==> src/rtl/core/ladrc_pkg.sv <==
// shared types, constants and the tick sequence of the disturbance rejection controller
`timescale 1ns / 1ps
package ladrc_pkg;

    typedef logic signed [47:0] q_t;

    localparam q_t Q_MAX       = 48'sh7FFF_FFFF_FFFF;
    localparam q_t Q_MIN       = 48'sh8000_0000_0000;
    localparam q_t Q_ONE       = 48'sd16777216;
    localparam q_t Q_TWO       = 48'sd33554432;
    localparam q_t Q_THREE     = 48'sd50331648;
    localparam q_t Q_FIVE      = 48'sd83886080;
    localparam q_t DRIVE_LIMIT = 48'sd268435456000;
    localparam q_t DRIVE_FLOOR = -48'sd268435456000;

    localparam int DRIVE_W = 39;
    localparam int PC_W    = 6;
    localparam logic [PC_W-1:0] PROG_LAST = 6'd52;

    localparam logic [2:0] CFG_STEP  = 3'd0;
    localparam logic [2:0] CFG_SPEED = 3'd1;
    localparam logic [2:0] CFG_KP    = 3'd2;
    localparam logic [2:0] CFG_KD    = 3'd3;
    localparam logic [2:0] CFG_B0    = 3'd4;
    localparam logic [2:0] CFG_BETA  = 3'd5;

    typedef enum logic [2:0] {
        OP_ADD, OP_SUB, OP_NEG, OP_SCL3, OP_HALF, OP_CLAMP, OP_MUL, OP_DIV
    } op_t;

    typedef enum logic [4:0] {
        S_T0, S_T1, S_T2, S_T3, S_T4, S_T5, S_T6, S_T7,
        S_REFP, S_REFR, S_EP, S_ER, S_ED, S_LD,
        S_TGT, S_MEAS,
        S_H, S_R, S_KP, S_KD, S_B0, S_BETA,
        S_ONE, S_TWO, S_THREE, S_FIVE
    } src_t;

    typedef struct packed {
        op_t  op;
        src_t dst;
        src_t a;
        src_t b;
    } uop_t;

    typedef struct packed {
        logic capture;
        logic issue;
        uop_t uop;
        logic out_load;
    } ctrl_cmd_t;

    typedef struct packed {
        logic done;
    } dp_status_t;

    function automatic logic [47:0] mag(input q_t a);
        mag = a[47] ? 48'(-a) : 48'(a);
    endfunction

    function automatic q_t sat_mag(input logic neg, input logic [50:0] m);
        q_t v;
        v = q_t'({1'b0, m[46:0]});
        if (m >= 51'h0_8000_0000_0000) begin
            sat_mag = neg ? Q_MIN : Q_MAX;
        end else begin
            sat_mag = neg ? -v : v;
        end
    endfunction

    function automatic uop_t u(input op_t o, input src_t d, input src_t x, input src_t y);
        u = '{op: o, dst: d, a: x, b: y};
    endfunction

    function automatic uop_t prog(input logic [PC_W-1:0] pc);
        unique case (pc)
            // tracking differentiator
            6'd0:  prog = u(OP_MUL,  S_T0,   S_R,    S_R);
            6'd1:  prog = u(OP_SUB,  S_T1,   S_REFP, S_TGT);
            6'd2:  prog = u(OP_MUL,  S_T0,   S_T0,   S_T1);
            6'd3:  prog = u(OP_NEG,  S_T0,   S_T0,   S_ONE);
            6'd4:  prog = u(OP_ADD,  S_T1,   S_R,    S_R);
            6'd5:  prog = u(OP_MUL,  S_T1,   S_T1,   S_REFR);
            6'd6:  prog = u(OP_SUB,  S_T0,   S_T0,   S_T1);
            6'd7:  prog = u(OP_MUL,  S_T1,   S_REFR, S_H);
            6'd8:  prog = u(OP_ADD,  S_REFP, S_REFP, S_T1);
            6'd9:  prog = u(OP_MUL,  S_T0,   S_T0,   S_H);
            6'd10: prog = u(OP_ADD,  S_REFR, S_REFR, S_T0);
            // observer
            6'd11: prog = u(OP_MUL,  S_T0,   S_H,    S_H);
            6'd12: prog = u(OP_MUL,  S_T1,   S_B0,   S_H);
            6'd13: prog = u(OP_SUB,  S_T2,   S_BETA, S_ONE);
            6'd14: prog = u(OP_MUL,  S_T3,   S_T2,   S_T2);
            6'd15: prog = u(OP_SUB,  S_T4,   S_MEAS, S_EP);
            6'd16: prog = u(OP_MUL,  S_T5,   S_H,    S_ER);
            6'd17: prog = u(OP_MUL,  S_T6,   S_T0,   S_ED);
            6'd18: prog = u(OP_HALF, S_T6,   S_T6,   S_ONE);
            6'd19: prog = u(OP_ADD,  S_T5,   S_T5,   S_T6);
            6'd20: prog = u(OP_SCL3, S_T6,   S_BETA, S_ONE);
            6'd21: prog = u(OP_SUB,  S_T6,   S_T6,   S_THREE);
            6'd22: prog = u(OP_MUL,  S_T6,   S_MEAS, S_T6);
            6'd23: prog = u(OP_SUB,  S_T5,   S_T5,   S_T6);
            6'd24: prog = u(OP_SCL3, S_T6,   S_BETA, S_ONE);
            6'd25: prog = u(OP_SUB,  S_T6,   S_T6,   S_TWO);
            6'd26: prog = u(OP_MUL,  S_T6,   S_EP,   S_T6);
            6'd27: prog = u(OP_ADD,  S_T5,   S_T5,   S_T6);
            6'd28: prog = u(OP_MUL,  S_T6,   S_T1,   S_T1);
            6'd29: prog = u(OP_MUL,  S_T6,   S_T6,   S_LD);
            6'd30: prog = u(OP_HALF, S_T6,   S_T6,   S_ONE);
            6'd31: prog = u(OP_ADD,  S_EP,   S_T5,   S_T6);
            6'd32: prog = u(OP_ADD,  S_T6,   S_BETA, S_FIVE);
            6'd33: prog = u(OP_MUL,  S_T6,   S_T3,   S_T6);
            6'd34: prog = u(OP_MUL,  S_T7,   S_H,    S_ED);
            6'd35: prog = u(OP_ADD,  S_T7,   S_ER,   S_T7);
            6'd36: prog = u(OP_MUL,  S_T1,   S_T1,   S_LD);
            6'd37: prog = u(OP_ADD,  S_T7,   S_T7,   S_T1);
            6'd38: prog = u(OP_MUL,  S_T6,   S_T4,   S_T6);
            6'd39: prog = u(OP_ADD,  S_T1,   S_H,    S_H);
            6'd40: prog = u(OP_DIV,  S_T6,   S_T6,   S_T1);
            6'd41: prog = u(OP_ADD,  S_ER,   S_T7,   S_T6);
            6'd42: prog = u(OP_MUL,  S_T3,   S_T3,   S_T2);
            6'd43: prog = u(OP_MUL,  S_T3,   S_T4,   S_T3);
            6'd44: prog = u(OP_DIV,  S_T3,   S_T3,   S_T0);
            6'd45: prog = u(OP_SUB,  S_ED,   S_ED,   S_T3);
            // feedback law
            6'd46: prog = u(OP_SUB,  S_T0,   S_REFP, S_MEAS);
            6'd47: prog = u(OP_MUL,  S_T0,   S_KP,   S_T0);
            6'd48: prog = u(OP_MUL,  S_T1,   S_KD,   S_ER);
            6'd49: prog = u(OP_SUB,  S_T0,   S_T0,   S_T1);
            6'd50: prog = u(OP_SUB,  S_T0,   S_T0,   S_ED);
            6'd51: prog = u(OP_DIV,  S_T0,   S_T0,   S_B0);
            default: prog = u(OP_CLAMP, S_LD, S_T0,   S_ONE);
        endcase
    endfunction

endpackage

==> src/rtl/core/ladrc_ctrl.sv <==
// sequencer that steps the tick program and runs both stream handshakes
`timescale 1ns / 1ps
module ladrc_ctrl (
    input  logic                    aclk,
    input  logic                    aresetn,
    input  logic                    s_tvalid,
    output logic                    s_tready,
    output logic                    m_tvalid,
    input  logic                    m_tready,
    input  ladrc_pkg::dp_status_t   status,
    output ladrc_pkg::ctrl_cmd_t    cmd
);
    import ladrc_pkg::*;

    typedef enum logic [3:0] {
        ST_IDLE   = 4'b0001,
        ST_ISSUE  = 4'b0010,
        ST_WAIT   = 4'b0100,
        ST_FINISH = 4'b1000
    } st_t;

    st_t             st_reg, st_next;
    logic [PC_W-1:0] pc_reg, pc_next;
    logic            mv_reg, mv_next;
    uop_t            cur;
    logic            out_free;

    assign cur      = prog(pc_reg);
    assign out_free = !mv_reg || m_tready;
    assign s_tready = (st_reg == ST_IDLE);
    assign m_tvalid = mv_reg;

    always_comb begin
        st_next      = st_reg;
        pc_next      = pc_reg;
        mv_next      = mv_reg && !m_tready;
        cmd.capture  = 1'b0;
        cmd.issue    = 1'b0;
        cmd.uop      = cur;
        cmd.out_load = 1'b0;
        unique case (st_reg)
            ST_IDLE: begin
                if (s_tvalid) begin
                    cmd.capture = 1'b1;
                    pc_next     = '0;
                    st_next     = ST_ISSUE;
                end
            end
            ST_ISSUE: begin
                cmd.issue = 1'b1;
                priority if (cur.op == OP_MUL || cur.op == OP_DIV) begin
                    st_next = ST_WAIT;
                end else if (pc_reg == PROG_LAST) begin
                    st_next = ST_FINISH;
                end else begin
                    pc_next = pc_reg + 1'b1;
                end
            end
            ST_WAIT: begin
                if (status.done) begin
                    pc_next = pc_reg + 1'b1;
                    st_next = ST_ISSUE;
                end
            end
            ST_FINISH: begin
                if (out_free) begin
                    cmd.out_load = 1'b1;
                    mv_next      = 1'b1;
                    st_next      = ST_IDLE;
                end
            end
            default: st_next = ST_IDLE;
        endcase
    end

    always_ff @(posedge aclk) begin
        if (!aresetn) begin
            st_reg <= ST_IDLE;
            pc_reg <= '0;
            mv_reg <= 1'b0;
        end else begin
            st_reg <= st_next;
            pc_reg <= pc_next;
            mv_reg <= mv_next;
        end
    end

endmodule

==> config.mk <==
export PLATFORM = sky130hd
export DESIGN_NAME = ladrc_ctrl
export DESIGN_NICKNAME = d
export VERILOG_FILES = /design/src/rtl/core/ladrc_pkg.sv /design/src/rtl/core/ladrc_ctrl.sv
export SDC_FILE = /design/constraint.sdc
export NUM_CORES = 1
export LEC_CHECK = 0
export ABC_AREA = 1
export BUFFER_PORTS_ARGS = -buffer_cell sky130_fd_sc_hd__buf_2
export CAP_MARGIN = 20
export CORE_UTILIZATION = 47
export DETAILED_ROUTE_END_ITERATION = 7
export PLACE_DENSITY = 0.66
export SYNTH_ARGS = -nofsm -noshare
export SYNTH_HDL_FRONTEND = slang
export SYNTH_SLANG_ARGS = --single-unit
==> constraint.sdc <==
create_clock -name aclk -period 3.2 [get_ports aclk]
set_input_delay 0.16 -clock aclk [delete_from_list [all_inputs] [get_ports aclk]]
set_output_delay 0.16 -clock aclk [all_outputs]
set_load 0.01 [all_outputs]
==> reports/summary.txt, run 1 <==
Layout cells sized above 1: 0.159
Final critical-path required period: 2820 ps
RD Place Congestion: 1.01
Post-synth top area share: 0.234
Netlist cell types: 34
Area Overhead vs Synth: 6.85%
Number of H-tree levels: 1
Pin count of the biggest net entering global routing: 34
CP max FO: 11
DPL Wire Length: 5.43 mm
Max reg flops: 17
CP endpoint kind: flip-flop
Multi-input combinational cell area: 0.00177 sq mm
Die height: 76.5 um
Internal power: 1.06 mW
Final wirelength: 7.24 mm
Storage cell area: 561 sq um
Port bufs: 26
Post-CTS resize count: 0
WL/cell: 13.9 um
CP Launch Type: flip-flop
Setup tns final: 0 ps
Antenna Cells: 0
Max IR drop VDD: 0.337 mV
RSZ-0062 raised after global routing: false
Most frequent cells in the layout: nand2_1, nand3_1, inv_1
Crit path largest cell delay: 440 ps
Root Buffer Master: clkbuf_8
Bufs on Longest Clock Path: 2
Critical setup path kind: reg -> reg
Antenna-violating nets left: 0
Ports: 28
Comb power frac: 0.688
Crit path DAT: 3000 ps
Cell taking the most area after synthesis: nand2_1
Post-route cell area: 0.00279 sq mm
Util after Layout: 0.533
Sw frac: 0.540
Initial Util: 0.499
Min-Delay Path Class: in -> reg
Row count: 26
Gr usage total: 0.259
CP dominant cell by count: nand2_1
Clock sinks: 28
#FFs+latches synth: 28
Cell area power density: 823 mW/mm^2
WHS: 169 ps
Die ar.: 0.00586 sq mm
Clock latency on the worst-skew pair: 270 ps
CP Buf/Inv Count: 3
Nets: 470
Syn_area_per_cell: 6.00 sq um
Slew Limit Fails: 0
DP Area: 0.00274 sq mm
Clock Power Share: 0.096
Syn Nets: 452
CP max-delay cell: ha_1
TritonRoute pass-1 iters: 5
Hold Buf Count CTS: 0
Synth area leaders: nand2_1, dfxtp_1, nand3_1
DR vias: 2832
Mapped Area: 0.00261 sq mm
Initial detailed-routing violation count: 459
Initial antenna violation count: 0
Warnings, synthesis: 0
Via/cell ratio: 5.43
Crit path max-delay family: simple AND/OR/NAND/NOR gates
Setup bufs post-CTS: 0
Top_reg_cell synth: dfxtp_1
Most common cell after layout, fill and taps aside: nand2_1
Count of final hold-check violations: 0
Die X: 76.5 um
FILL cells: 537
Max_cap viols: 0
Cell Chain, Critical Path: inv_1, ha_1, nand2_1, nor2_1, nand2_1, nand2_1, nand2_4, nand3_4, nand2_1, nand2_1, nand2_2, inv_1, ha_1, nand2_1, nand3_1, nand2_1, nand2_1, nand2_1, nand2_1, inv_1
Power share of the sequential group: 0.216
TritonCTS buffer count: 3
Post-synthesis instance total: 435
Design Power: 2.30 mW
Worst EP required: 3380 ps
Clock transition at path regs: 100 ps
Number of global-route vias before repair: 2585
Final setup vio count: 0
Core Region: 0.00524 sq mm
Net switching power: 1.24 mW
Gr ovfl total: 0
Outcome: finished, final reports clean
Post-synth ARST share: 0
CTS tree: yes
Remaining DRCs: 0
Seq/Total Area, Yosys: 0.215
Leakage: 1.57 nW
FMAX: 355 MHz
Worst clock skew: 3.07 ps
Number of enable flip-flop cells after synthesis: 0
Period utilization: 0.881
First-pass GRT wire length: 12.3 mm
[cells in the mapped netlist (3+ instances only)]
cell     count
buf_6        5
nand2_2     10
buf_2        6
o21ai_0      5
nand3_4      3
nand4_1      8
inv_1       33
dfxtp_1     28
ha_1        12
nand2_1    163
inv_2        4
nand2_4      3
nand3_2      4
buf_4        6
nor2_1      29
nor2_2       6
nand3_1     66
a21oi_1     16
o21ai_1      9
[routing by layer]
metal | GRT usage | part of all wire | vias up
li1 | - | - | 1432
met5 | 0 | 0 | -
met4 | 0.0865 | 0.018 | 0
met3 | 0.0479 | 0.089 | 17
met2 | 0.396 | 0.42 | 134
met1 | 0.363 | 0.47 | 1249
[cell families after synthesis]
kind of cell | after synthesis | synth area share
AND/OR/NAND/NOR | 300 | 0.539
flip-flops | 28 | 0.215
XOR/XNOR | 3 | 0.0101
AO/OA/AOI/OAI | 34 | 0.0690
other | 1 | 0.00144
buffers and inverters | 57 | 0.109
adder cells (fa/ha/maj) | 12 | 0.0575
[worst reg2reg max path: cells and delay by family, from the launching register on]
kind | cells | cell delay, ps
buffers and inverters | 3 | 310
flip-flops | 1 | 390
AND/OR/NAND/NOR | 15 | 1380
adder cells (fa/ha/maj) | 2 | 650
[final cells by class]
cell class | instances | share of cell area
Multi-Input combinational cell | 350 | 0.633
Clock buffer | 4 | 0.0197
Tap cell | 70 | 0.0314
Sequential cell | 28 | 0.201
Inverter | 38 | 0.0520
Timing Repair Buffer | 32 | 0.0628
[path summary, 6_finish.rpt]
check / from / endpoint / slack, ps / cells past startpoint
hold reg to reg: m_tvalid / m_tvalid / 510 / 2
hold / removal: m_tready / m_tvalid / 170 / 4
setup / recovery: pc_reg[0] / cur[1] / 380 / 20
setup reg to reg: pc_reg[0] / cur[1] / 380 / 20
[per-stage QoR]
| stage | worst slack [ps] | instances |
|---|---|---|
| after floorplan | 812 | 435 |
| after global placement | 565 | 518 |
| after detailed placement | 449 | 518 |
| after CTS | 435 | 522 |
| after global routing | 68.4 | 522 |
| final | 382 | 522 |
[power by group through the flow]
stage / Clock [mW] / Sequential [mW] / Combinational (mW)
after floorplan: 0 / 0.525 / 1.20
after global placement: 0 / 0.505 / 1.56
after detailed placement: 0 / 0.503 / 1.55
after CTS: 0.236 / 0.496 / 1.55
after global routing: 0.246 / 0.509 / 1.75
final: 0.220 / 0.496 / 1.58
Power figures use the tool's default switching activity.
==> inputs of run 2 (changes only) <==
==> constraint.sdc (replaced) <==
create_clock -name aclk -period 3.39 [get_ports aclk]
set_input_delay 0.1695 -clock aclk [delete_from_list [all_inputs] [get_ports aclk]]
set_output_delay 0.1695 -clock aclk [all_outputs]
set_load 0.01 [all_outputs]
==> reports/summary.txt, run 2 (synthesized netlist as in run 1, its figures left out) <==
Cells on Worst Hold Path: 4 (unchanged)
Crit path DAT: 3130 ps (was 3000 ps)
Slew Limit Fails: 0 (unchanged)
Gr ovfl total: 0 (unchanged)
Pre-CTS setup slack: 540 ps (was 449 ps)
CP Launch Type: flip-flop (unchanged)
Post-CTS resize count: 0 (unchanged)
Max_cap viols: 0 (unchanged)
Worst EP required: 3580 ps (was 3380 ps)
Hold_sp: m_tready (unchanged)
Clock transition at path regs: 100 ps (about the same)
Max reg flops: 17 (unchanged)
Cell area power density: 795 mW/mm^2 (was 823 mW/mm^2)
Period utilization: 0.865 (was 0.881)
Final setup vio count: 0 (unchanged)
Ports: 28 (unchanged)
Remaining DRCs: 0 (unchanged)
Final critical-path required period: 2930 ps (was 2820 ps)
Worst slew pin tran: 534 ps
Pin count of the biggest net entering global routing: 43 (was 34)
Area Overhead vs Synth: 6.61% (was 6.85%)
Final wirelength: 7.44 mm (was 7.24 mm)
Gr usage total: 0.264 (was 0.259)
Antenna-violating nets left: 0 (unchanged)
Setup tns final: 0 ps (unchanged)
Critical setup path kind: reg -> reg (unchanged)
Via/cell ratio: 5.61 (was 5.43)
FMAX: 341 MHz (was 355 MHz)
TritonCTS buffer count: 3 (unchanged)
Hold Buf Count CTS: 0 (unchanged)
Initial antenna violation count: 0 (unchanged)
Layout cells sized above 1: 0.154 (was 0.159)
Initial detailed-routing violation count: 385 (was 459)
Leakage: 1.57 nW (about the same)
RD Place Congestion: 0.964 (was 1.01)
DR vias: 2912 (was 2832)
RSZ-0062 raised after global routing: false (unchanged)
Root Buffer Master: clkbuf_8 (unchanged)
WL/cell: 14.3 um (was 13.9 um)
Reg2reg path depth: 20 (unchanged)
Setup bufs post-CTS: 0 (unchanged)
Die ar.: 0.00586 sq mm (unchanged)
Clock latency on the worst-skew pair: 280 ps (was 270 ps)
Worst min-delay path endpoint: m_tvalid (unchanged)
Worst flop-to-flop path endpoint: cur[1] (unchanged)
Worst clock skew: 1.43 ps (was 3.07 ps)
Final setup margin: 457 ps (was 382 ps)
RR Startpoint: pc_reg[0] (unchanged)
Worst slew margin: 0.643
CP endpoint kind: flip-flop (unchanged)
Antenna Cells: 0 (unchanged)
Row count: 26 (unchanged)
CTS tree: yes (unchanged)
Min-Delay Path Class: in -> reg (unchanged)
Post-route cell area: 0.00278 sq mm (was 0.00279 sq mm)
CP max FO: 11 (unchanged)
Core Region: 0.00524 sq mm (unchanged)
DPL Wire Length: 5.50 mm (was 5.43 mm)
Number of global-route vias before repair: 2619 (was 2585)
Number of H-tree levels: 1 (unchanged)
First-pass GRT wire length: 12.5 mm (was 12.3 mm)
DP Area: 0.00271 sq mm (was 0.00274 sq mm)
Max IR drop VDD: 0.353 mV (was 0.337 mV)
Most frequent cells in the layout: nand2_1, nand3_1, inv_1 (unchanged)
Outcome: finished, final reports clean (unchanged)
Nets: 467 (was 470)
R2R setup slack: 460 ps (was 380 ps)
Clock sinks: 28 (unchanged)
Most common cell after layout, fill and taps aside: nand2_1 (unchanged)
Die height: 76.5 um (unchanged)
Count of final hold-check violations: 0 (unchanged)
TritonRoute pass-1 iters: 6 (was 5)
Initial Util: 0.499 (unchanged)
Port bufs: 26 (unchanged)
Die X: 76.5 um (unchanged)
Bufs on Longest Clock Path: 2 (unchanged)
-- run 2: cell types whose count changed in the layout (fill, tap and decap cells not counted) --
| cell | delta |
|---|---|
| clkbuf_8 | -1 |
| bufinv_16 | +1 |
| buf_4 | -3 |
-- run 2: final cells by class --
cell class	instances	area, sq um
multi-input combinational	350	1770
inverter	38	145
sequential	28	561
clock inverter	1	30.0
clock buffer	3	41.3
timing repair buffer	29	153
tap	70	87.6
fill	565	2450
-- run 2: how the worst max path moves through the flow --
stage                          from     end  slack, ps  cells after the start
after floorplan           pc_reg[0]  cur[5]       1000                     18
after global placement    pc_reg[0]  cur[1]        540                     20
after detailed placement  pc_reg[0]  cur[1]        540                     20
after CTS                 pc_reg[0]  cur[1]        520                     20
after global routing      pc_reg[0]  cur[1]        170                     20
final                     pc_reg[0]  cur[1]        460                     20
-- run 2: through the flow --
stage	util	hold slack (ps)	instances	power, mW
2_1_floorplan	-	367	435	1.63
5_1_grt	0.532	198	519	2.40
3_5_place_dp	0.518	477	515	1.91
3_3_place_gp	0.518	463	515	1.92
6_report	0.532	172	519	2.21
4_1_cts	0.532	162	519	2.19
-- run 2: metal layers --
metal,track usage,vias up,share of wire
met5,0,-,0
met4,0.0904,0,0.024
met3,0.0575,28,0.12
met2,0.379,179,0.42
met1,0.384,1279,0.44
li1,-,1426,-
-- run 2: report_power, final --
| part | internal, mW | switching [mW] | leakage (nW) |
|---|---|---|---|
| clock network | 0.158 | 0.113 | 0.0357 |
| logic | 0.453 | 1.02 | 1.30 |
| registers | 0.421 | 0.0478 | 0.230 |
-- run 2: worst max-delay path: stages, from the launching register on --
cell     delay [ps]
dfxtp_1         390
inv_1           110
ha_1            210
nand2_1          60
nor2_1           40
nand2_1          50
nand2_1          70
nand2_4         130
nand3_4         150
nand2_1          90
nand2_1          80
nand2_2         210
inv_1           160
ha_1            460
nand2_1         210
nand3_1         110
nand2_1          60
nand2_1          60
nand2_1          80
nand2_1          60
inv_1            30
